--- src/hw/rtl/mbb_ram.sv ---
// Generic simple dual-port RAM: one write port, one read port with registered read data.
`timescale 1ns / 1ps

module mbb_ram #(
  parameter int WIDTH = 8,
  parameter int DEPTH = 256
) (
  input  logic                     clk,
  input  logic                     we,
  input  logic [$clog2(DEPTH)-1:0] waddr,
  input  logic [WIDTH-1:0]         wdata,
  input  logic [$clog2(DEPTH)-1:0] raddr,
  output logic [WIDTH-1:0]         rdata
);

  logic [WIDTH-1:0] mem [DEPTH];

  always_ff @(posedge clk) begin
    if (we) begin
      mem[waddr] <= wdata;
    end
    rdata <= mem[raddr];
  end

endmodule

--- config.mk ---
export PLATFORM = sky130hd
export DESIGN_NAME = mbb_ram
export DESIGN_NICKNAME = d
export VERILOG_FILES = /design/src/hw/rtl/mbb_ram.sv
export SDC_FILE = /design/constraint.sdc
export NUM_CORES = 2
export LEC_CHECK = 0
export BUFFER_PORTS_ARGS = -buffer_cell sky130_fd_sc_hd__buf_2
export CORE_UTILIZATION = 55
export DETAILED_ROUTE_END_ITERATION = 8
export HOLD_SLACK_MARGIN = 0.02
export PLACE_DENSITY = 0.68
export SYNTH_ARGS = -nofsm -noshare
export SYNTH_HDL_FRONTEND = slang
export SYNTH_SLANG_ARGS = --single-unit
--- constraint.sdc ---
create_clock -name clk -period 3.7 [get_ports clk]
set_input_delay 0.74 -clock clk [delete_from_list [all_inputs] [get_ports clk]]
set_output_delay 0.74 -clock clk [all_outputs]
set_load 0.02 [all_outputs]
After elaboration in Yosys (flattened, before gate mapping)
Memories as Yosys holds them, arrays and structs flattened. A register that Yosys moved wholly into a read port is not among the register bits.
Cells that the tools add are included.
{"block": "classes", "mux": 2}
{"cell": "two-way mux 1 bit", "count": 2}
{"block": "word_totals", "in_bits": 26, "output_inout_bits": 8, "ram_bits": 2048, "memories": 1, "regBits": 0, "elab_cells": 3}
{"memory": "mem", "words": 256, "width": 8, "read_ports": 1, "rd_clocked_by_memory_dff": 1, "write_ports": 1, "line": "16", "rtl": "logic [WIDTH-1:0] mem [DEPTH];"}

Longest topological paths before layout
{"block": "depth", "ltp_word": 2, "depth_mapped": 11, "depth_no_buf": 6}

Least setup slack after synthesis
No wires, ideal clock.
{"block": "synth_path", "kind": "input to register", "from": "input port raddr[0]", "to": "register rdata[2], read port of mem", "path_stages": 9, "arrival_time_ps": 2547, "path_buffers": 4, "slack_ps": 1022, "required_ps": 3569, "setup_time_ps": 131, "cell_sequence": "buf_6 buf_12 buf_8 buf_2 mux4_2 a22oi_1 a21oi_1 nor4_1 nor4_2"}
{"item": "from (decl)", "line": "12", "rtl": "input logic [$clog2(DEPTH)-1:0] raddr,"}
{"item": "to (decl)", "line": "13", "rtl": "output logic [WIDTH-1:0] rdata"}

==> impl_metrics.yaml <==
critical_path:
  path_buf_inv: 3
  critPathMaxFanout: 11
  r2r_cells: 6
  critical_path.endpoint_type: "flop"
  critPathLaunchType: "primary input"
  cp_common_cell: "buf_4"
  critPathKind: "primary input to flop"
  critPathTopFamily: "simple AND/OR/NAND/NOR gates"
  regToRegSetupSlack_ns: 0.82
  arrival_ns: 3.86
  slowest_delay_ns: 0.85
  worstPathCellList: "buf_8 -> buf_4 -> buf_4 -> mux4_2 -> a22o_1 -> a221oi_1 -> o32ai_1 -> nor3_1 -> nor4_1"
  path_depth: 9
  cpMaxStageDelayCell: "nor3_1"
  required_ns: 4.38
  rr_endpoint: "rdata[5]"
  crit_start: "raddr[0]"
  crit_path_end: "rdata[5]"
  r2r_start: "mem[211][5]"
clock_network:
  cts_sinks: 2056
  clock_path_buffers: 3
  clk_pin_slew_worst_paths_ns: 0.06
  clk_latency_ns: 0.83
  htree_levels: 4
  cts_setup_buffers: 0
  cts_buffers: 196
  ctsHoldBuffers: 0
  root_buffer: "clkbuf_16"
  tritoncts: "done"
  ctsResizeCount: 0
synth:
  synth.distinct_cells: 55
  ys_seq_elements: 2056
  syn_nets: 3759
  synth_top_family_by_area: "multiplexers"
  synthAdderAreaFrac_pct: 0
  synth.area.mux_share_pct: 14.6
  yosys_warnings: 0
  synthesis.area_mm2: 0.0796
  synth-compound-area-share_pct: 3.42
  yosysSeqAreaShare_pct: 77.5
  synth_async_sr_flop_share_pct: 0
  synth_top_flop_cell: "edfxtp_1"
  yosys.area_share.xor_xnor_pct: 0
  synth-simple-area-share_pct: 2.63
  synth_enable_flop_cells: 2048
  synthesis.instances: 3733
  avgSynthCellArea_um2: 21.3
routing:
  drc: 0
  via_per_inst: 6.42
  drtIter0Drc: 4995
  wl_um: 192000
  vias: 40100
  ant_nets: 0
  wl_per_cell_um: 30.8
  drt_pass1_iterations: 5
die:
  fp.dieArea_mm2: 0.146
  ios: 34
  die_w_um: 382
  die_h_um: 382
  row_count: 139
  initial_core_util_pct: 55.4
  core_mm2: 0.143
power_and_ir_drop:
  clkPwrFrac_pct: 41.5
  p_comb_share_pct: 5.1
  p_seq_share_pct: 53.4
  p_sw_share_pct: 20.9
  total_power_w: 0.0482
  power_density_mw_per_mm2: 529
  ir_drop_mv: 0.450
  internal_power_w: 0.0381
  leakagePower_nw: 29.0
  p_sw_w: 0.0101
global_route:
  grt_pass1_vias: 39700
  grt_max_degree: 120
  grt_pass1_wl_um: 279000
  antenna_found_initial: 10
  grt_overflow: 0
  track_usage_pct: 26.6
layout:
  area_growth_pct: 14.4
  final_nets: 4198
  multi_input_area_mm2: 0.0165
  nFillCells: 9572
  ff_latch_area_mm2: 0.0617
  final_cell_area_mm2: 0.0910
  final_layout_size_suffix_gt1_share_pct: 28.2
sta:
  timing_hold_violations_final: 0
  fin_worst_skew_ns: 0.0296
  fin_crit_ns: 3.18
  setup_violations: 0
  grt_setup_unrepaired: "no"
  finalCritPeriodShare_pct: 86.0
  tightest_slew_ns: 1.49
  drv_slew: 2
  fmax_mhz: 314
  max_slew_margin_pct: -0.347
placed_design:
  io_buffers: 33
  place_congestion: 0.855
  hpwl_um: 122000
  placed_cell_area_mm2: 0.0846
worst_hold_path:
  hp-class: "primary input to flop"
run:
  drv_cap: 2
outcome:
  status: "finished, violations left"
  violations: "capacitance limit, slew limit"
## flip-flops by register name, summed over array words and instances, names as in the netlist
signal / count
mem: 2048
rdata: 8
## per-layer routing
| layer | global-route usage [%] | vias up | routed length (µm) |
|---|---|---|---|
| met5 | 0 | - | 70 |
| li1 | - | 16600 | - |
| met4 | 7.65 | 10 | 5050 |
| met1 | 39.3 | 21100 | 77300 |
| met3 | 5.12 | 305 | 18300 |
| met2 | 41.1 | 2059 | 91200 |
## worst min-delay path by stage
stage                   to  startpoint  cells past startpoint  slack, ns
6_report        mem[12][7]    wdata[7]                      1       0.41
5_1_grt         mem[12][7]    wdata[7]                      1       0.43
4_1_cts        mem[226][4]    wdata[4]                      1       0.40
3_5_place_dp      rdata[5]  mem[32][5]                      7       1.06
3_3_place_gp      rdata[5]  mem[32][5]                      7       1.02
2_1_floorplan     rdata[3]  mem[40][3]                      6       0.77
## final cells by class
type | count | share of cell area [%]
well taps | 1903 | 2.62
clock buffers | 250 | 5.79
flip-flops and latches | 2056 | 67.7
repair buffers | 474 | 4.50
multi-input cells | 1442 | 18.1
clock inverters | 110 | 1.24
diodes | 4 | 0.0110
inverters | 2 | 0.00825
## cells in the final DEF, fill, tap and decap left out, types with 5 or more instances in the layout
cell / n
a211oi_1: 16
a21oi_1: 96
a221oi_1: 13
a22o_1: 8
a22oi_1: 133
and2_1: 6
buf_12: 42
buf_2: 23
buf_4: 399
buf_8: 6
bufinv_16: 21
clkbuf_1: 43
clkbuf_16: 201
clkbuf_8: 10
clkinv_1: 44
clkinv_2: 29
clkinvlp_4: 6
dfxtp_1: 8
edfxtp_1: 2048
inv_6: 5
mux2i_1: 134
mux4_2: 454
nand2_1: 33
nand2b_1: 8
nand3_1: 34
nand4_1: 10
nor2_1: 279
nor2b_1: 28
nor3_1: 22
nor4_1: 23
o211ai_1: 10
o21ai_0: 10
o221ai_1: 46
o22a_1: 5
o22ai_1: 28
## kinds of logic (layout without fill, tap and decap cells)
kind of cell | count (synthesis) | count (layout)
AO/OA/AOI/OAI | 385 | 385
buffers and inverters | 235 | 836
flip-flops | 2056 | 2056
multiplexers | 591 | 591
other | 0 | 4
AND/OR/NAND/NOR | 466 | 466
## stage by stage
stage                     util, %  setup WS, ns  instances  setup TNS, ns  hold WS (ns)
after global routing         63.5         0.425       6238              0         0.426
final                        63.5         0.518       6241              0         0.411
after detailed placement     59.0        -0.257       5877         -0.682          1.06
after floorplan                 -          1.02       3733              0         0.770
after global placement       59.0        -0.789       5876          -1.57          1.02
after CTS                    63.4         0.627       6237              0         0.404
## power by group through the flow
stage / Clock, W / Combinational, W / Sequential, W
2_1_floorplan: 0 / 0.00125 / 0.0262
3_3_place_gp: 0 / 0.00240 / 0.0262
3_5_place_dp: 0 / 0.00244 / 0.0262
4_1_cts: 0.0202 / 0.00245 / 0.0257
5_1_grt: 0.0211 / 0.00256 / 0.0257
6_report: 0.0200 / 0.00245 / 0.0257
## synth_stat cells (all sizes together), types with 2 or more instances
library cell / n / area [µm²]
a311oi: 2 / 17.5
o22a: 5 / 43.8
o211ai: 10 / 75.1
a21oi: 96 / 480
a211oi: 16 / 120
a31oi: 2 / 12.5
nor4: 27 / 188
edfxtp: 2048 / 61500
and3b: 2 / 17.5
a22o: 8 / 70.1
mux4: 456 / 10300
mux2i: 134 / 1340
o22ai: 28 / 175
nand3: 34 / 170
nor3: 22 / 110
nand3b: 2 / 15.0
clkbuf: 111 / 417
a221oi: 14 / 129
nor2b: 31 / 194
buf: 122 / 1030
nor2: 282 / 1060
nand2b: 8 / 50.1
and2: 6 / 37.5
dfxtp: 8 / 160
o32ai: 5 / 51.3
a2111oi: 5 / 52.6
o221ai: 47 / 418
a22oi: 133 / 998
nand4: 10 / 62.6
nand2: 33 / 124
o21ai: 12 / 60.1
or2: 4 / 25.0
Power figures use the tool's default switching activity.
